### src/rtl/light_morse_decoder_macros.svh
// Assertion macros shared by the light Morse decoder RTL.
// Each macro expects signals named clk and rst_n in the including module.
`ifndef LIGHT_MORSE_DECODER_MACROS_SVH
`define LIGHT_MORSE_DECODER_MACROS_SVH

// Same-cycle implication, checked outside reset.
`define LMD_ASSERT_IMP(label, ante, cons) \
    label: assert property (@(posedge clk) disable iff (!rst_n) (ante) |-> (cons)) \
        else $error("light_morse_decoder: same-cycle check failed");

// Next-cycle implication, checked outside reset.
`define LMD_ASSERT_NXT(label, ante, cons) \
    label: assert property (@(posedge clk) disable iff (!rst_n) (ante) |=> (cons)) \
        else $error("light_morse_decoder: next-cycle check failed");

`endif

### src/rtl/lmd_pkg.sv
// Types, constants and the letter table of the light Morse decoder.
// No dependencies; used by lmd_step and light_morse_decoder.
`timescale 1ns / 1ps

package lmd_pkg;

    localparam int ELEMENTS_PER_CODE = 4;
    localparam int SLOT_BITS         = $clog2(ELEMENTS_PER_CODE);
    localparam int CODE_BITS         = 2 * ELEMENTS_PER_CODE;
    localparam int DELTA_BITS        = 10;
    localparam int DARK_RUN_BITS     = 8;
    localparam int BRIGHT_RUN_BITS   = 4;
    localparam int KIND_BITS         = 2;
    localparam int LETTER_BITS       = 7;

    localparam logic [DELTA_BITS-1:0]      DELTA_RESET    = 10'd50;
    localparam logic [DARK_RUN_BITS-1:0]   DARK_RUN_MAX   = 8'd255;
    localparam logic [BRIGHT_RUN_BITS-1:0] BRIGHT_RUN_MAX = 4'd15;
    localparam logic [DARK_RUN_BITS-1:0]   DASH_MIN_RUN   = 8'd3;
    localparam logic [BRIGHT_RUN_BITS-1:0] LETTER_GAP     = 4'd3;
    localparam logic [BRIGHT_RUN_BITS-1:0] SPACE_RUN      = 4'd7;

    localparam logic [1:0] ELEMENT_DOT  = 2'b01;
    localparam logic [1:0] ELEMENT_DASH = 2'b11;

    localparam logic [KIND_BITS-1:0] KIND_LETTER = 2'd0;
    localparam logic [KIND_BITS-1:0] KIND_SPACE  = 2'd1;
    localparam logic [KIND_BITS-1:0] KIND_END    = 2'd2;

    typedef enum logic [1:0] {
        PH_IDLE,
        PH_WAIT,
        PH_RUN
    } phase_t;

    typedef struct packed {
        phase_t                     phase;
        logic [DARK_RUN_BITS-1:0]   dark_run;
        logic [BRIGHT_RUN_BITS-1:0] bright_run;
        logic [CODE_BITS-1:0]       code_bits;
        logic [SLOT_BITS-1:0]       element_slot;
    } run_state_t;

    localparam run_state_t RUN_STATE_RESET = '{
        phase:        PH_IDLE,
        dark_run:     '0,
        bright_run:   '0,
        code_bits:    '0,
        element_slot: '0
    };

    typedef struct packed {
        logic                   valid;
        logic [KIND_BITS-1:0]   kind;
        logic [LETTER_BITS-1:0] letter;
    } symbol_t;

    // First element sits in bits 7:6; unused slots are 00.
    function automatic logic [LETTER_BITS-1:0] lookup_letter(input logic [CODE_BITS-1:0] code);
        logic [LETTER_BITS-1:0] ascii;
        case (code)
            8'h70:   ascii = 7'h41; // A
            8'hD5:   ascii = 7'h42; // B
            8'hDD:   ascii = 7'h43; // C
            8'hD4:   ascii = 7'h44; // D
            8'h40:   ascii = 7'h45; // E
            8'h5D:   ascii = 7'h46; // F
            8'hF4:   ascii = 7'h47; // G
            8'h55:   ascii = 7'h48; // H
            8'h50:   ascii = 7'h49; // I
            8'h7F:   ascii = 7'h4A; // J
            8'hDC:   ascii = 7'h4B; // K
            8'h75:   ascii = 7'h4C; // L
            8'hF0:   ascii = 7'h4D; // M
            8'hD0:   ascii = 7'h4E; // N
            8'hFC:   ascii = 7'h4F; // O
            8'h7D:   ascii = 7'h50; // P
            8'hF7:   ascii = 7'h51; // Q
            8'h74:   ascii = 7'h52; // R
            8'h54:   ascii = 7'h53; // S
            8'hC0:   ascii = 7'h54; // T
            8'h5C:   ascii = 7'h55; // U
            8'h57:   ascii = 7'h56; // V
            8'h7C:   ascii = 7'h57; // W
            8'hD7:   ascii = 7'h58; // X
            8'hDF:   ascii = 7'h59; // Y
            8'hF5:   ascii = 7'h5A; // Z
            default: ascii = '0;
        endcase
        return ascii;
    endfunction

endpackage

### src/rtl/lmd_if.sv
// Valid/ready channel interfaces of the light Morse decoder.
// Depends on lmd_pkg for field widths.
`timescale 1ns / 1ps

interface lmd_sample_if #(
    parameter int SAMPLE_BITS = 10
);
    logic                   valid;
    logic                   ready;
    logic [SAMPLE_BITS-1:0] light_sample;
    logic                   abort;

    modport source (output valid, output light_sample, output abort, input ready);
    modport sink   (input valid, input light_sample, input abort, output ready);
endinterface

interface lmd_symbol_if;
    logic                           valid;
    logic                           ready;
    logic [lmd_pkg::KIND_BITS-1:0]   symbol_kind;
    logic [lmd_pkg::LETTER_BITS-1:0] letter;

    modport source (output valid, output symbol_kind, output letter, input ready);
    modport sink   (input valid, input symbol_kind, input letter, output ready);
endinterface

### src/rtl/lmd_step.sv
// Next-state and symbol logic for one light sample of the Morse decoder.
// Depends on lmd_pkg; purely combinational, registered by the top level.
`timescale 1ns / 1ps

module lmd_step #(
    parameter int SAMPLE_BITS = 10
) (
    input  logic [SAMPLE_BITS-1:0]         light_sample,
    input  logic                           abort,
    input  logic [SAMPLE_BITS-1:0]         baseline,
    input  logic [lmd_pkg::DELTA_BITS-1:0] dark_delta,
    input  lmd_pkg::run_state_t            state,
    output logic [SAMPLE_BITS-1:0]         baseline_next,
    output lmd_pkg::run_state_t            state_next,
    output lmd_pkg::symbol_t               symbol
);

    localparam int CMP_BITS =
        ((SAMPLE_BITS > lmd_pkg::DELTA_BITS) ? SAMPLE_BITS : lmd_pkg::DELTA_BITS) + 1;

    logic [CMP_BITS-1:0]                     sample_plus_delta;
    logic                                    dark;
    logic [lmd_pkg::DARK_RUN_BITS-1:0]       dark_run;
    logic [lmd_pkg::BRIGHT_RUN_BITS-1:0]     bright_run;
    logic [1:0]                              element;
    logic [lmd_pkg::CODE_BITS-1:0]           element_placed;

    // sample < baseline - delta, rearranged so that no negative value arises.
    assign sample_plus_delta = CMP_BITS'(light_sample) + CMP_BITS'(dark_delta);
    assign dark              = sample_plus_delta < CMP_BITS'(baseline);

    always_comb
    begin
        baseline_next  = baseline;
        state_next     = state;
        symbol         = '0;
        dark_run       = state.dark_run;
        bright_run     = state.bright_run;
        element        = (state.dark_run < lmd_pkg::DASH_MIN_RUN) ?
                         lmd_pkg::ELEMENT_DOT : lmd_pkg::ELEMENT_DASH;
        element_placed = '0;

        if (abort)
        begin
            state_next = lmd_pkg::RUN_STATE_RESET;
        end
        else
        begin
            case (state.phase)
                lmd_pkg::PH_IDLE:
                begin
                    baseline_next    = light_sample;
                    state_next.phase = lmd_pkg::PH_WAIT;
                end
                lmd_pkg::PH_WAIT:
                begin
                    if (dark)
                    begin
                        state_next          = lmd_pkg::RUN_STATE_RESET;
                        state_next.phase    = lmd_pkg::PH_RUN;
                        state_next.dark_run = lmd_pkg::DARK_RUN_BITS'(1);
                    end
                end
                lmd_pkg::PH_RUN:
                begin
                    if (dark)
                    begin
                        if (dark_run != lmd_pkg::DARK_RUN_MAX)
                        begin
                            dark_run = dark_run + lmd_pkg::DARK_RUN_BITS'(1);
                        end
                        bright_run = '0;
                    end
                    else if (bright_run != lmd_pkg::BRIGHT_RUN_MAX)
                    begin
                        bright_run = bright_run + lmd_pkg::BRIGHT_RUN_BITS'(1);
                    end
                    state_next.dark_run   = dark_run;
                    state_next.bright_run = bright_run;

                    if (bright_run != '0 && dark_run != '0)
                    begin
                        // A bright sample closes a dark run: pack one element.
                        element_placed = {element, {(lmd_pkg::CODE_BITS-2){1'b0}}}
                                         >> {state.element_slot, 1'b0};
                        state_next.code_bits    = state.code_bits | element_placed;
                        state_next.element_slot = state.element_slot
                                                  + lmd_pkg::SLOT_BITS'(1);
                        state_next.dark_run     = '0;
                    end
                    else if (bright_run >= lmd_pkg::LETTER_GAP && state.code_bits != '0)
                    begin
                        symbol.valid            = 1'b1;
                        symbol.kind             = lmd_pkg::KIND_LETTER;
                        symbol.letter           = lmd_pkg::lookup_letter(state.code_bits);
                        state_next.code_bits    = '0;
                        state_next.element_slot = '0;
                    end
                    else if (bright_run == lmd_pkg::SPACE_RUN)
                    begin
                        symbol.valid = 1'b1;
                        symbol.kind  = lmd_pkg::KIND_SPACE;
                    end
                    else if (bright_run > lmd_pkg::SPACE_RUN)
                    begin
                        symbol.valid = 1'b1;
                        symbol.kind  = lmd_pkg::KIND_END;
                        state_next   = lmd_pkg::RUN_STATE_RESET;
                    end
                end
                default:
                begin
                    state_next = lmd_pkg::RUN_STATE_RESET;
                end
            endcase
        end
    end

endmodule

### src/rtl/light_morse_decoder.sv
// Light-sensor Morse receiver: takes one sample per transaction, emits letters,
// word spaces and end of message. One sample is accepted in every clock cycle;
// its symbol, if any, appears on the symbol channel in the next cycle from a
// single result register, and sampling stalls only while that register holds a
// symbol that the sink has not taken. The per-sample work is one compare, two
// saturating counters and a letter lookup on the 8-bit code between registers.
// Depends on lmd_pkg, lmd_if, lmd_step and light_morse_decoder_macros.svh.
`timescale 1ns / 1ps

`include "light_morse_decoder_macros.svh"

module light_morse_decoder #(
    parameter int SAMPLE_BITS = 10
) (
    input  logic                           clk,
    input  logic                           rst_n,
    input  logic                           cfg_we,
    input  logic [lmd_pkg::DELTA_BITS-1:0] cfg_wdata,
    lmd_sample_if.sink                     samples,
    lmd_symbol_if.source                   symbols
);

    logic [lmd_pkg::DELTA_BITS-1:0]  dark_delta_reg;
    logic [SAMPLE_BITS-1:0]          baseline_reg;
    logic [SAMPLE_BITS-1:0]          baseline_next;
    lmd_pkg::run_state_t             state_reg;
    lmd_pkg::run_state_t             state_next;
    lmd_pkg::symbol_t                symbol;
    logic                            out_valid_reg;
    logic                            out_valid_next;
    logic [lmd_pkg::KIND_BITS-1:0]   out_kind_reg;
    logic [lmd_pkg::LETTER_BITS-1:0] out_letter_reg;
    logic                            accept;

    lmd_step #(
        .SAMPLE_BITS (SAMPLE_BITS)
    ) u_step (
        .light_sample  (samples.light_sample),
        .abort         (samples.abort),
        .baseline      (baseline_reg),
        .dark_delta    (dark_delta_reg),
        .state         (state_reg),
        .baseline_next (baseline_next),
        .state_next    (state_next),
        .symbol        (symbol)
    );

    // The result register frees up in the same cycle that the sink takes it.
    assign samples.ready = !out_valid_reg || symbols.ready;
    assign accept        = samples.valid && samples.ready;

    always_comb
    begin
        if (accept)
        begin
            out_valid_next = symbol.valid;
        end
        else if (symbols.ready)
        begin
            out_valid_next = 1'b0;
        end
        else
        begin
            out_valid_next = out_valid_reg;
        end
    end

    always_ff @(posedge clk or negedge rst_n)
    begin
        if (!rst_n)
        begin
            dark_delta_reg <= lmd_pkg::DELTA_RESET;
            baseline_reg   <= '0;
            state_reg      <= lmd_pkg::RUN_STATE_RESET;
            out_valid_reg  <= 1'b0;
        end
        else
        begin
            if (cfg_we)
            begin
                dark_delta_reg <= cfg_wdata;
            end
            if (accept)
            begin
                baseline_reg <= baseline_next;
                state_reg    <= state_next;
            end
            out_valid_reg <= out_valid_next;
        end
    end

    always_ff @(posedge clk)
    begin
        if (accept && symbol.valid)
        begin
            out_kind_reg   <= symbol.kind;
            out_letter_reg <= symbol.letter;
        end
    end

    assign symbols.valid       = out_valid_reg;
    assign symbols.symbol_kind = out_kind_reg;
    assign symbols.letter      = out_letter_reg;

    `LMD_ASSERT_IMP(a_no_accept_when_blocked, symbols.valid && !symbols.ready, !samples.ready)
    `LMD_ASSERT_IMP(a_run_counters_clear_outside_run, state_reg.phase != lmd_pkg::PH_RUN,
        {state_reg.dark_run, state_reg.bright_run, state_reg.code_bits,
         state_reg.element_slot} == '0)
    `LMD_ASSERT_IMP(a_bright_run_below_end, 1'b1, state_reg.bright_run <= lmd_pkg::SPACE_RUN)
    `LMD_ASSERT_NXT(a_end_returns_idle, accept && symbol.valid && symbol.kind == lmd_pkg::KIND_END,
        state_reg.phase == lmd_pkg::PH_IDLE && symbols.valid)
    `LMD_ASSERT_IMP(a_letter_only_for_letters,
        symbols.valid && symbols.symbol_kind != lmd_pkg::KIND_LETTER, symbols.letter == '0)

endmodule

### src/flat_wrapper.sv
// flat-port wrapper written by rule: the top's interface ports become plain ports
module light_morse_decoder_flat 
#(
    parameter int SAMPLE_BITS = 10
)
  (clk, rst_n, cfg_we, cfg_wdata, samples_valid, samples_light_sample, samples_abort, samples_ready, symbols_valid, symbols_symbol_kind, symbols_letter, symbols_ready);
  lmd_sample_if #(.SAMPLE_BITS(SAMPLE_BITS)) samples_i ();
  lmd_symbol_if symbols_i ();
  input  logic clk;
  input  logic rst_n;
  input  logic cfg_we;
  input  logic [lmd_pkg::DELTA_BITS-1:0] cfg_wdata;
  input wire logic [$bits(samples_i.valid)-1:0] samples_valid;
  input wire logic [$bits(samples_i.light_sample)-1:0] samples_light_sample;
  input wire logic [$bits(samples_i.abort)-1:0] samples_abort;
  output wire logic [$bits(samples_i.ready)-1:0] samples_ready;
  output wire logic [$bits(symbols_i.valid)-1:0] symbols_valid;
  output wire logic [$bits(symbols_i.symbol_kind)-1:0] symbols_symbol_kind;
  output wire logic [$bits(symbols_i.letter)-1:0] symbols_letter;
  input wire logic [$bits(symbols_i.ready)-1:0] symbols_ready;
  assign samples_i.valid = samples_valid;
  assign samples_i.light_sample = samples_light_sample;
  assign samples_i.abort = samples_abort;
  assign samples_ready = samples_i.ready;
  assign symbols_valid = symbols_i.valid;
  assign symbols_symbol_kind = symbols_i.symbol_kind;
  assign symbols_letter = symbols_i.letter;
  assign symbols_i.ready = symbols_ready;
  light_morse_decoder #(.SAMPLE_BITS(SAMPLE_BITS)) u_core (.clk(clk), .rst_n(rst_n), .cfg_we(cfg_we), .cfg_wdata(cfg_wdata), .samples(samples_i), .symbols(symbols_i));
endmodule
### config.mk
export PLATFORM = sky130hd
export DESIGN_NAME = light_morse_decoder_flat
export DESIGN_NICKNAME = d
export VERILOG_FILES = /design/src/rtl/lmd_pkg.sv /design/src/rtl/lmd_if.sv /design/src/rtl/lmd_step.sv /design/src/rtl/light_morse_decoder.sv /design/src/flat_wrapper.sv
export VERILOG_INCLUDE_DIRS = /design/src /design/src/rtl
export SDC_FILE = /design/constraint.sdc
export NUM_CORES = 1
export LEC_CHECK = 0
export ABC_AREA = 1
export BUFFER_PORTS_ARGS = -buffer_cell sky130_fd_sc_hd__buf_4
export CAP_MARGIN = 15
export CELL_PAD_IN_SITES_DETAIL_PLACEMENT = 0
export CELL_PAD_IN_SITES_GLOBAL_PLACEMENT = 1
export CORE_MARGIN = 5
export CORE_UTILIZATION = 48
export CTS_CLUSTER_DIAMETER = 120
export DETAILED_ROUTE_END_ITERATION = 8
export PLACE_DENSITY = 0.95
export SLEW_MARGIN = 25
export SYNTH_ARGS = -nofsm -noshare
export SYNTH_HDL_FRONTEND = slang
export SYNTH_SLANG_ARGS = --single-unit
### constraint.sdc
create_clock -name clk -period 9.7 [get_ports clk]
set_input_delay 0.97 -clock clk [delete_from_list [all_inputs] [get_ports clk]]
set_output_delay 0.97 -clock clk [all_outputs]
set_load 0.005 [all_outputs]
==> impl_summary.md, run 1 <==
Critical path
Data arrives at the worst endpoint at 4.95 ns. Data on the critical path is required at its endpoint by 9.65 ns. In this run the critical register-to-register path is captured at u_core.symbols.letter[6]. The worst setup path is captured at a flip-flop. The cell depth of the worst flop-to-flop path is 23. The critical path starts at samples_light_sample[2].

The critical path startpoint category is an input pin. The worst register-to-register path begins at u_core.dark_delta_reg[2]. The critical-path maximum fanout is 17. The path type of the worst setup path is in2reg. Setup slack on the worst reg-to-reg path comes out at 5.08 ns. The destination of the critical timing path is u_core.symbols.letter[6].

Power
Summed over all nets, the switching power comes to 311 uW. Across the VDD grid, the largest voltage drop is 0.0838 mV. The power density over the cells is 170 nW/um2. The clock network fraction of total power is 0.171. The combinational share of power is 0.460. The design internal power is 422 uW. The analysis attributes to cell leakage a power of 0.00219 uW.

Of the total power, the share spent switching nets is 0.424. The part of the total power dissipated in sequential elements is 0.369.

Logic synthesis
After synthesis, the share of cell area in mux cells is 0.0318. The number of flops mapped to enable cells by yosys is 8. The synthesized netlist net count is 576. Of the total synthesized cell area, the portion taken by XOR and XNOR cells is 0.0247. The average footprint of a synthesized cell is 7.49 um2. The compound-cell area share of the yosys netlist is 0.0813. In this run, distinct cell masters in the synthesized netlist total 43. The top flip-flop cell by instance count after synthesis is sky130_fd_sc_hd__dfrtp_1. The adder and majority cell fraction of the synthesized area is 0.0983. Of the total synthesized cell area, the portion taken by AND, OR, NAND and NOR gates is 0.326. The gate count of the mapped netlist is 520. The number of storage elements in the synthesis netlist is 53. The total number of yosys warnings is 0. The sequential-to-total area share from yosys stat is 0.352. The mapped netlist covers 3890 um2. The fraction of synthesis flops using an asynchronous set or reset pin is 0.849. After synthesis, the largest family of logic cells by area is simple AND/OR/NAND/NOR gates.

STA
The final cycle utilization of the critical path is 0.515. Setup violations remaining at the end of the flow were counted as 0. Timing would allow up to 200 MHz. In this run the tightest slew margin relative to its limit is 0.514. Setup slack closes at 4.70 ns. The final number of max-transition violations came to 0. The final hold violation count came to 0. At the pin with the least slew margin, the transition time is 0.728 ns.

The worst path in the final design needs a cycle of 5.00 ns, including I/O delays and setup. Setup repair after global routing left no endpoint under its margin. On the final layout, the worst clock skew is 0.0135 ns. In the final timing run, aggregate negative setup slack is 0 ns.

Die
The initial utilization of the core area, before any placement, comes to 0.499. The die span in x is 100 um. The die span in y is 100 um.

The core footprint is 7810 um2. The I/O pin count is 37. The floorplan has 32 rows. The die covers 10,000 um2.

Cells and area
In the final layout, the multi-input gates occupy 2190 um2. The area growth from synthesis to layout is 10.7%. The layout filler cell count is 743. The register with the most flip-flops in the layout has 24 of them. 0 antenna diodes ended up in the layout. The share of post-route cells with drive strength above 1 is 0.148. The count of nets after finishing is 610. The sequential cell area is 1370 um2.

CTS
The number of hold buffers added after cts is 0. The number of CTS-inserted buffers is 5. The clock root buffer is sky130_fd_sc_hd__clkbuf_8.

The number of gates resized after CTS was 0. In this run the post-CTS setup repair buffer count came out at 0. TritonCTS built the clock tree.

CTS built an H-tree with a depth of 2. After clock tree synthesis, the clock-pin slew on the worst setup and hold paths is 0.09 ns. The deepest clock path buffer count is 2. Counting every sink on the clock net gives 53. The clock latency on the worst-skew pair is 0.32 ns.

Placement
During placement, the flow inserted port buffers numbering 35. The worst setup slack after placement is 4.36 ns. Detailed placement finished with a half-perimeter wire length of 6580 um. The global placement routability congestion is 0.928.

Detailed routing
The average wire length per cell after detail routing is 12.8 um. Dividing the detail-routed via count by the number of cells gives 5.18. After detailed routing, the number of remaining DRC violations is 0.

The DRC violation total after the first TritonRoute iteration is 144. The wire length after detailed routing is 8430 um. The detailed router placed 3,400 vias in this run. The first detailed-routing pass ran for 4 iterations. The count of nets left with antenna violations once routing finished came out at 0.

Global route
Entering global routing, the biggest net connects 46 pins. The initial antenna violation count is 0. The met1 track demand over resource is 0.245. The via count of the first global-routing pass is 3,240. Across every metal layer, demand over resource in global routing totals 0.176. The first global-routing pass estimated 14,600 um of wire. After global routing the overflow that remains totals 0.

In the global route stage, met3 resource usage came out at 0.0278. The busiest layer in global routing is met2. For this run, global-route usage on met2 was measured as 0.291.

Status
The run finished with clean final reports.

Job
The number of max-cap violations is 0.

Worst hold path
The min-delay analysis places its worst path in the category reg2reg.
-- synth_stat cells (2+ instances only) --
library cell / number / share of area
sky130_fd_sc_hd__inv_1: 69 / 0.066
sky130_fd_sc_hd__nand3b_1: 2 / 0.0039
sky130_fd_sc_hd__buf_6: 3 / 0.0087
sky130_fd_sc_hd__buf_2: 2 / 0.0026
sky130_fd_sc_hd__edfxtp_1: 8 / 0.062
sky130_fd_sc_hd__xor2_1: 9 / 0.020
sky130_fd_sc_hd__a31oi_1: 3 / 0.0048
sky130_fd_sc_hd__nor2_1: 46 / 0.044
sky130_fd_sc_hd__nand2_2: 6 / 0.0096
sky130_fd_sc_hd__inv_2: 2 / 0.0019
sky130_fd_sc_hd__a21oi_1: 22 / 0.028
sky130_fd_sc_hd__nand3_2: 3 / 0.0077
sky130_fd_sc_hd__dfstp_2: 3 / 0.020
sky130_fd_sc_hd__xnor2_1: 2 / 0.0045
sky130_fd_sc_hd__clkbuf_1: 2 / 0.0019
sky130_fd_sc_hd__nand4_2: 2 / 0.0064
sky130_fd_sc_hd__dfrtp_1: 42 / 0.27
sky130_fd_sc_hd__nor2_4: 2 / 0.0058
sky130_fd_sc_hd__o21ai_0: 15 / 0.019
sky130_fd_sc_hd__nand3_1: 43 / 0.055
sky130_fd_sc_hd__o22ai_1: 6 / 0.0096
sky130_fd_sc_hd__nand2_1: 139 / 0.13
sky130_fd_sc_hd__nor3_2: 6 / 0.015
sky130_fd_sc_hd__mux2_2: 11 / 0.032
sky130_fd_sc_hd__nor4_1: 2 / 0.0032
sky130_fd_sc_hd__nor3_1: 17 / 0.022
sky130_fd_sc_hd__clkinv_1: 2 / 0.0019
sky130_fd_sc_hd__nand4_1: 8 / 0.013
sky130_fd_sc_hd__ha_1: 29 / 0.093
-- cells in the final DEF (no fill, tap or decap), types with 3 or more instances in the layout --
master / Yosys / routed
sky130_fd_sc_hd__nand2_2: 6 / 6
sky130_fd_sc_hd__nor2_1: 46 / 46
sky130_fd_sc_hd__inv_1: 69 / 69
sky130_fd_sc_hd__mux2_2: 11 / 11
sky130_fd_sc_hd__nor3_1: 17 / 17
sky130_fd_sc_hd__a21oi_1: 22 / 22
sky130_fd_sc_hd__nand4_1: 8 / 8
sky130_fd_sc_hd__buf_4: 1 / 35
sky130_fd_sc_hd__ha_1: 29 / 29
sky130_fd_sc_hd__o22ai_1: 6 / 6
sky130_fd_sc_hd__clkbuf_8: 0 / 5
sky130_fd_sc_hd__nand3_2: 3 / 3
sky130_fd_sc_hd__dfstp_2: 3 / 3
sky130_fd_sc_hd__nand2_1: 139 / 139
sky130_fd_sc_hd__nor3_2: 6 / 6
sky130_fd_sc_hd__o21ai_0: 15 / 15
sky130_fd_sc_hd__xor2_1: 9 / 9
sky130_fd_sc_hd__dfrtp_1: 42 / 42
sky130_fd_sc_hd__a31oi_1: 3 / 3
sky130_fd_sc_hd__edfxtp_1: 8 / 8
sky130_fd_sc_hd__nand3_1: 43 / 43
-- how the worst min path moves through the flow --
| stage | depth (start not counted) | end | start | slack, ns |
|---|---|---|---|---|
| floorplan | 2 | u_core.state_reg[23] | u_core.state_reg[23] | 0.47 |
| global placement | 2 | u_core.state_reg[23] | u_core.state_reg[23] | 0.49 |
| detailed placement | 2 | u_core.state_reg[23] | u_core.state_reg[23] | 0.49 |
| CTS | 2 | u_core.state_reg[23] | u_core.state_reg[23] | 0.52 |
| global route | 1 | u_core.dark_delta_reg[7] | u_core.dark_delta_reg[7] | 0.55 |
| finish | 2 | u_core.state_reg[23] | u_core.state_reg[23] | 0.51 |
-- power by group through the flow --
stage          clock network (uW)  logic, uW  registers (uW)
6_report                      126        337             270
5_1_grt                       139        393             273
4_1_cts                       129        340             271
3_5_place_dp                    0        339             275
3_3_place_gp                    0        327             274
2_1_floorplan                   0        284             271
-- per-layer routing --
layer	wire [um]	vias to the layer above
li1	-	1769
met1	4220	1569
met2	3810	58
met3	352	4
met4	46	0
met5	0	-
-- cell families after synthesis --
logic type	Yosys count
mux	11
flops	53
compound gates	54
buf+inv	81
fa+ha+maj	30
xor+xnor	11
simple gates	279
other cells	1
-- per-stage QoR --
step	utilization	hold WS, ns	std cells	total power [uW]	area, um2
finish	0.552	0.507	657	733	4310
global route	0.552	0.545	657	805	4310
CTS	0.552	0.517	657	740	4310
detailed placement	0.541	0.493	649	614	4230
global placement	0.541	0.490	649	601	4230
floorplan	-	0.467	520	555	3890
-- critical path, stage by stage --
cell and delay [ns]:
sky130_fd_sc_hd__buf_4 0.11, sky130_fd_sc_hd__ha_1 0.36, sky130_fd_sc_hd__a21oi_1 0.16, sky130_fd_sc_hd__inv_1 0.06, sky130_fd_sc_hd__a31oi_1 0.21, sky130_fd_sc_hd__o21ai_0 0.17
sky130_fd_sc_hd__nand3_1 0.10, sky130_fd_sc_hd__nand2_1 0.07, sky130_fd_sc_hd__nand2_1 0.07, sky130_fd_sc_hd__nand2_1 0.06, sky130_fd_sc_hd__a21oi_1 0.15, sky130_fd_sc_hd__xor2_1 0.10
sky130_fd_sc_hd__ha_1 0.18, sky130_fd_sc_hd__nor2_1 0.09, sky130_fd_sc_hd__nand3_1 0.12, sky130_fd_sc_hd__a21oi_4 0.25, sky130_fd_sc_hd__nand2_2 0.22, sky130_fd_sc_hd__nand2_1 0.26
sky130_fd_sc_hd__nand4_1 0.15, sky130_fd_sc_hd__nand2_2 0.32, sky130_fd_sc_hd__inv_2 0.11, sky130_fd_sc_hd__nor2_4 0.14, sky130_fd_sc_hd__inv_2 0.07, sky130_fd_sc_hd__nor2_1 0.45
-- final cells by class --
class | instances | share of cell area
clock buffers | 5 | 0.0160
repair buffers | 35 | 0.0609
clock inverters | 3 | 0.00406
inverters | 73 | 0.0635
flip-flops and latches | 53 | 0.318
multi-input cells | 386 | 0.508
well taps | 102 | 0.0296
No activity file was read; power rests on OpenSTA's default activity.
==> run 2, diff against run 1 <==
Settings changed: CORE_UTILIZATION 48 to 44, PLACE_DENSITY 0.95 to 0.89.
Clock period 9.7 ns to 4.73 ns, I/O delays scaled along.
==> run 2 against run 1 <==
  * Register-to-register slack got worse by 4.6 ns
  * Clock power rose by 110%
  * Via count rose by 0.59%
  * Critical path depth did not move
  * Final cell count rose by 1.4%
  * Count of clock-buffer cells in the layout did not move
  * Setup slack got worse by 4.2 ns
  * Critical path type is now reg2reg
  * Highest routed layer unchanged
==> impl_summary.md, run 2 (synthesized netlist as in run 1, its figures left out) <==
Status
The flow ran to the end, and the final reports show no timing, DRC or antenna violations.

Worst hold path
The worst hold path belongs to the class in2async.

Critical path
The beginning of the worst register-to-register path is u_core.dark_delta_reg[2]. The critical-path maximum fanout is 15. The largest individual stage delay along the critical path comes from the cell sky130_fd_sc_hd__dfrtp_1.

The signal on the critical path passes through ha_1 -> a21oi_1 -> inv_1 -> a31oi_1 -> o21ai_0 -> nand3_1 -> nand2_1 -> nand2_1 -> nand2_1 -> a21oi_1 -> xor2_1 -> ha_1 -> nor2_1 -> nand3_1 -> a21oi_4 -> nand2_2 -> nand2_1 -> nand4_1 -> nand2_2 -> buf_4 -> nand4_2 -> nand2_2 -> nand2_1 -> nand2_1. The cell class contributing the biggest share of worst-path delay is simple AND/OR/NAND/NOR gates. By instance count, the cell type seen most on the critical path is sky130_fd_sc_hd__nand2_1.

The path type of the worst setup path is reg2reg. Data on the critical path arrives at its endpoint at 4.48 ns. The worst path buffer plus inverter count is 2. The worst path required time is 4.98 ns. The critical path startpoint category is a flip-flop. The largest single stage delay on the critical path is 0.40 ns. The worst setup path is captured at a flip-flop. Tracing the worst setup path back leads to its startpoint at u_core.dark_delta_reg[2].

CTS
Buffers inserted to repair hold after CTS numbered 0. In this run the number of H-tree levels came out at 2. The total of cells resized after clock tree synthesis is 0. The TritonCTS clock tree is done. Clock-pin slew was measured on the worst setup and hold paths at 0.11 ns. The number of CTS-inserted buffers is 5. The clock latency on the worst-skew pair is 0.31 ns. The sink count of the clock tree is 53. The deepest clock path buffer count is 2. Clock tree synthesis selected as its root buffer the cell sky130_fd_sc_hd__clkbuf_8. The total setup buffers inserted after CTS is 0.

Power
After layout, the design draws a total of 1530 uW. In this run the power density over the cells is 351 nW/um2. For this design the static power due to leakage is 0.00220 uW. The maximum vdd ir drop is 0.143 mV.

Die
In this run the vertical extent of the chip is 104 um. The die span in x is 104 um. The die covers 10,800 um2. In this run the count of I/O pins placed on the die edge is 37. For this configuration, the core starts out at a cell density of 0.449. The count of standard-cell rows is 34.

The core footprint is 8680 um2.

Cells and area
The leading cell type in the layout, fill and taps excluded is sky130_fd_sc_hd__nand2_1. The top cell types in the final layout, fill and taps aside, are sky130_fd_sc_hd__nand2_1, sky130_fd_sc_hd__inv_1, sky130_fd_sc_hd__nor2_1. The count of inserted antenna diode cells is 0. The register with the most flip-flops in the layout has 24 of them. Compared with the post-synthesis result, the final layout area differs by 11.6%. The share of post-route cells with drive strength above 1 is 0.152. The count of nets after finishing is 613. Counting the fill cells in the layout gives 856.

STA
Setup repair after global routing left no endpoint under its margin. Dividing the final minimum period by the clock period gives 0.894. The clock period could shrink to 4.23 ns. The setup violation total in the final timing report is 0. For this run, the top clock speed supported by timing is 237 MHz.

The worst pin sits at a relative slew slack of 0.546. Clock skew on the completed layout was measured at 0.0136 ns. The final hold violation count is 0. The final number of max-transition violations is 0. For the pin with the worst max-slew slack, the measured transition is 0.679 ns.

In the final timing run, aggregate negative setup slack is 0 ns.

Global route
The overflow left after global routing is 0. The initial antenna violation count is 0. Entering global routing, the biggest net connects 46 pins.

The first-pass GRT wire length is 15,200 um. The via count of the first global-routing pass is 3,247. The total routing usage reported by global routing is 0.163.

Detailed routing
The DRC violation total after the first TritonRoute iteration is 162. The post-detailed-route via-to-cell ratio is 5.14. After detailed routing, the average wire length per cell comes to 13.0 um. The antenna violation net count after detailed routing is 0. The residual DRC count is 0. Before antenna repair, the detailed router went through 4 iterations. The final layout contains routed wiring with a total length of 8660 um. The total via count after detailed routing is 3,420.

Placement
The sum of net half-perimeters after detailed placement is 6840 um. The global placement routability congestion is 0.908. The number of buffer cells added on primary ports is 35.

Job
Max-cap violations in this run came to 0.
-- run 2: cell count changes in the layout (fill, tap and decap cells not counted), sizes merged --
| cell | previous run | this run |
|---|---|---|
| clkinv | 4 | 2 |
| clkinvlp | 1 | 2 |
| buf | 35 | 38 |
| inv | 71 | 72 |
-- run 2: worst paths after layout --
| kind | to | slack [ns] | cells past startpoint |
|---|---|---|---|
| worst max register to register | u_core.state_reg[6] | 0.50 | 24 |
| worst min-delay path | u_core.baseline_reg[4] | 0.15 | 1 |
| min in group clk | u_core.dark_delta_reg[4] | 0.38 | 2 |
| max in group asynchronous | u_core.state_reg[13] | 4.16 | 1 |
| worst max-delay path | u_core.state_reg[6] | 0.50 | 24 |
| worst min register to register | u_core.baseline_reg[0] | 0.51 | 1 |
-- run 2: worst register-to-register path, delay by kind of cell (launching register included) --
kind / cells / cell delay (ns)
and+or+nand+nor: 14 / 1.92
AOI/OAI and AO/OA: 5 / 0.93
adders and majority gates: 2 / 0.53
DFF: 1 / 0.40
buffers and inverters: 2 / 0.27
xor gates and xnor gates: 1 / 0.09
-- run 2: power breakdown --
part	internal [uW]	switching [uW]	total, uW	leakage [uW]
clock network	105	161	266	0.0000407
logic	252	456	707	0.00150
registers	526	28.6	554	0.000663
-- run 2: layer usage --
| metal | global-route usage | vias to the layer above | share of wire |
|---|---|---|---|
| li1 | - | 1766 | - |
| met1 | 0.233 | 1567 | 0.50 |
| met2 | 0.255 | 77 | 0.45 |
| met3 | 0.0304 | 10 | 0.040 |
| met4 | 0.0407 | 0 | 0.013 |
| met5 | 0 | - | 0 |
-- run 2: area by class of cell --
cell class	count	area [um2]	area share
multi-input combinational	386	2190	0.504
sequential	53	1370	0.315
timing repair buffer	38	285	0.0656
inverter	73	274	0.0630
tap	108	135	0.0311
clock buffer	5	68.8	0.0158
clock inverter	3	21.3	0.00489
-- run 2: metrics by stage --
step	instances	cell area (um2)	hold slack, ns	util	setup WS [ns]
5_1_grt	666	4350	0.197	0.501	0.0557
6_report	666	4350	0.150	0.501	0.502
3_3_place_gp	658	4260	0.491	0.490	0.492
4_1_cts	666	4350	0.177	0.501	0.507
2_1_floorplan	520	3890	0.177	-	0.758
3_5_place_dp	658	4260	0.493	0.490	0.339
==> run 3, diff against run 2 <==
Settings changed: PLACE_DENSITY 0.89 to 0.86.
==> run 3 against run 2 <==
  * Maximum frequency grew 0.59%
  * Cell area grew 0.69%
  * First-iteration DRC count grew 38%
  * Wire length shrank 2.4%
  * Highest routed layer unchanged
  * Largest cell class unchanged
  * Count of clock-buffer cells in the layout grew 1
  * Sequential power is essentially flat
  * Hold slack gained 0.0081 ns
  * Register-to-register slack gained 0.02 ns
  * Clock skew shrank 0.0040 ns
  * Global-route usage shrank 0.087 points
  * Largest power group unchanged
==> impl_summary.md, run 3 (synthesized netlist as in run 1, its figures left out) <==
Status
The flow ran to the end, and the final reports show no timing, DRC or antenna violations.

Power
Summed over all cells, the static leakage comes to 0.00222 uW. Of the total power, registers draw 0.350. The share of total power dissipated in combinational logic is 0.446. The power density over the cells is 362 nW/um2. The maximum vdd ir drop is 0.173 mV. Internal power comes to 949 uW. The switching power is 636 uW. The share of total power dissipated in the clock network is 0.204.

Of the total power, the share spent switching nets is 0.401.

STA
Between clock sinks in the finished design, the worst skew comes to 0.00957 ns. The final period demand of the worst path is 4.20 ns. Setup repair after global routing left no endpoint under its margin. Of the available clock period, the critical path in the final layout requires 0.889.

Setup violations remaining at the end of the flow were counted as 0. The final hold violation count came to 0. Based on the critical path, the design can be clocked at up to 238 MHz. At the pin with the least slew margin, the transition time is 0.714 ns.

The setup total negative slack is 0 ns. The final number of max-transition violations is 0. Measured against its own limit, the worst slew margin works out to 0.523.

Detailed routing
In the final routed layout, each cell accounts on average for 12.7 um. In the routed design, unresolved DRC markers number 0. Dividing the detail-routed via count by the number of cells gives 5.14. The routed layout has 3,422 vias. The antenna violation net count after detailed routing is 0. The first detailed-routing pass ran for 5 iterations.

The wire length after detailed routing is 8450 um. The DRC violation total after the first TritonRoute iteration is 223.

Die
Measured along the y axis, the die boundary spans 104 um. The die span in x is 104 um. The I/O pin count is 37. For this configuration, the core starts out at a cell density of 0.449.

The full die area is 10,800 um2. The region available for standard cell placement spans 8680 um2. The floorplan has 34 rows.

Cells and area
For this run, the share of the core covered by cells in the final layout is 0.504. The leading cell type in the layout, fill and taps excluded is sky130_fd_sc_hd__nand2_1. 0 antenna diodes ended up in the layout. The count of nets after finishing is 613. The number of flip-flops under the largest register name is 24. Once layout is done, the placed cells without fillers occupy 4380 um2. From synthesis to final layout, the design area changed by 12.4%. The top cell types in the final layout, fill and taps aside, are sky130_fd_sc_hd__nand2_1, sky130_fd_sc_hd__inv_1, sky130_fd_sc_hd__nor2_1. The share of post-route cells with drive strength above 1 is 0.152.

Global route
The via count of the first global-routing pass came to 3,294. The overflow left after global routing is 0. The first global-routing pass estimated 15,000 um of wire. Across every metal layer, demand over resource in global routing totals 0.162. The maximum number of pins on one net before global-route repair is 46. The initial antenna violation count came to 0.

Critical path
The arrival time at the worst endpoint is 4.45 ns. The critical path startpoint category is a flip-flop. The worst setup path is of the reg2reg kind. The critical-path maximum fanout is 16. The element type at the critical path end is a flip-flop.

The worst path required time is 4.97 ns.

CTS
The post-CTS clock slew at the launch and capture registers of the worst setup and hold paths is 0.10 ns. The CTS H-tree depth is 2. Once the clock tree was built, the setup fixing pass inserted 0 buffers. The later pin in the worst-skew pair is clocked with a latency of 0.30 ns. For this design, the CTS-stage hold fixing added 0 buffers.

The total of cells resized after clock tree synthesis is 0. The TritonCTS clock tree is done. The sink count of the clock tree is 53. The number of CTS-inserted buffers is 5. The clock root buffer is sky130_fd_sc_hd__clkbuf_8. The longest clock path from root to sink contains 2 buffers.

Placement
The global placement routability congestion is 0.890. The number of buffer cells added on primary ports is 35. The placed instances occupy a cell area of 4260 um2. The sum of net half-perimeters after detailed placement is 6670 um.

Job
Max-cap violations in this run came to 0.

Worst hold path
The classification of the worst-slack hold path is in2async.
==> run 3: cell count changes in the layout (fill, tap and decap cells not counted) <==
cell                         before  now
sky130_fd_sc_hd__bufinv_16        0    1
sky130_fd_sc_hd__clkinvlp_4       2    1
sky130_fd_sc_hd__clkbuf_8         5    6
sky130_fd_sc_hd__inv_4            1    0
==> run 3: worst paths after layout <==
kind | start | endpoint | slack (ns) | cells after the start
setup reg to reg | u_core.dark_delta_reg[2] | u_core.state_reg[8] | 0.53 | 24
setup / recovery | u_core.dark_delta_reg[2] | u_core.state_reg[8] | 0.53 | 24
hold / removal | rst_n | u_core.baseline_reg[4] | 0.16 | 1
min in group clk | cfg_wdata[7] | u_core.dark_delta_reg[7] | 0.39 | 2
max in group asynchronous | rst_n | u_core.state_reg[16] | 4.18 | 1
hold reg to reg | u_core.dark_delta_reg[8] | u_core.dark_delta_reg[8] | 0.52 | 1
==> run 3: power by group through the flow <==
stage          registers [uW]  logic (uW)  clock network (uW)
6_report                  555         708                 323
5_1_grt                   560         825                 358
4_1_cts                   555         712                 336
3_5_place_dp              565         708                   0
3_3_place_gp              563         694                   0
2_1_floorplan             557         582                   0
==> run 3: worst max-delay path, cell delays in order, from the launching register on <==
cell,delay [ns]
sky130_fd_sc_hd__dfrtp_1,0.40
sky130_fd_sc_hd__ha_1,0.34
sky130_fd_sc_hd__a21oi_1,0.15
sky130_fd_sc_hd__inv_1,0.05
sky130_fd_sc_hd__a31oi_1,0.20
sky130_fd_sc_hd__o21ai_0,0.17
sky130_fd_sc_hd__nand3_1,0.10
sky130_fd_sc_hd__nand2_1,0.06
sky130_fd_sc_hd__nand2_1,0.08
sky130_fd_sc_hd__nand2_1,0.06
sky130_fd_sc_hd__a21oi_1,0.15
sky130_fd_sc_hd__xor2_1,0.10
sky130_fd_sc_hd__ha_1,0.18
sky130_fd_sc_hd__nor2_1,0.09
sky130_fd_sc_hd__nand3_1,0.12
sky130_fd_sc_hd__a21oi_4,0.26
sky130_fd_sc_hd__nand2_2,0.22
sky130_fd_sc_hd__nand2_1,0.26
sky130_fd_sc_hd__nand4_1,0.15
sky130_fd_sc_hd__nand2_2,0.11
sky130_fd_sc_hd__buf_4,0.23
sky130_fd_sc_hd__nand4_2,0.27
sky130_fd_sc_hd__nand2_2,0.28
sky130_fd_sc_hd__nand2_1,0.07
sky130_fd_sc_hd__nand2_1,0.06
==> run 3: per-layer routing <==
| metal | GRT usage | routed length, um | share of wire | up-vias |
|---|---|---|---|---|
| met5 | 0 | 0 | 0 | - |
| met4 | 0.0453 | 121 | 0.014 | 0 |
| met3 | 0.0372 | 487 | 0.058 | 9 |
| met2 | 0.242 | 3610 | 0.43 | 91 |
| met1 | 0.235 | 4230 | 0.50 | 1552 |
| li1 | - | - | - | 1770 |
==> run 3: per-stage QoR <==
step	hold slack (ns)	setup WS [ns]	total power (uW)	instances
detailed placement	0.499	0.344	1270	658
global route	0.184	0.00743	1740	666
global placement	0.490	0.482	1260	658
CTS	0.168	0.529	1600	666
floorplan	0.177	0.758	1140	520
finish	0.158	0.527	1580	666
==> run 3: cell type report <==
cell class / instances / area (um2)
Fill cell: 861 / 4300
Multi-Input combinational cell: 386 / 2190
Sequential cell: 53 / 1370
Timing Repair Buffer: 38 / 285
Inverter: 73 / 274
Tap cell: 108 / 135
Clock buffer: 6 / 82.6
Clock inverter: 2 / 37.5
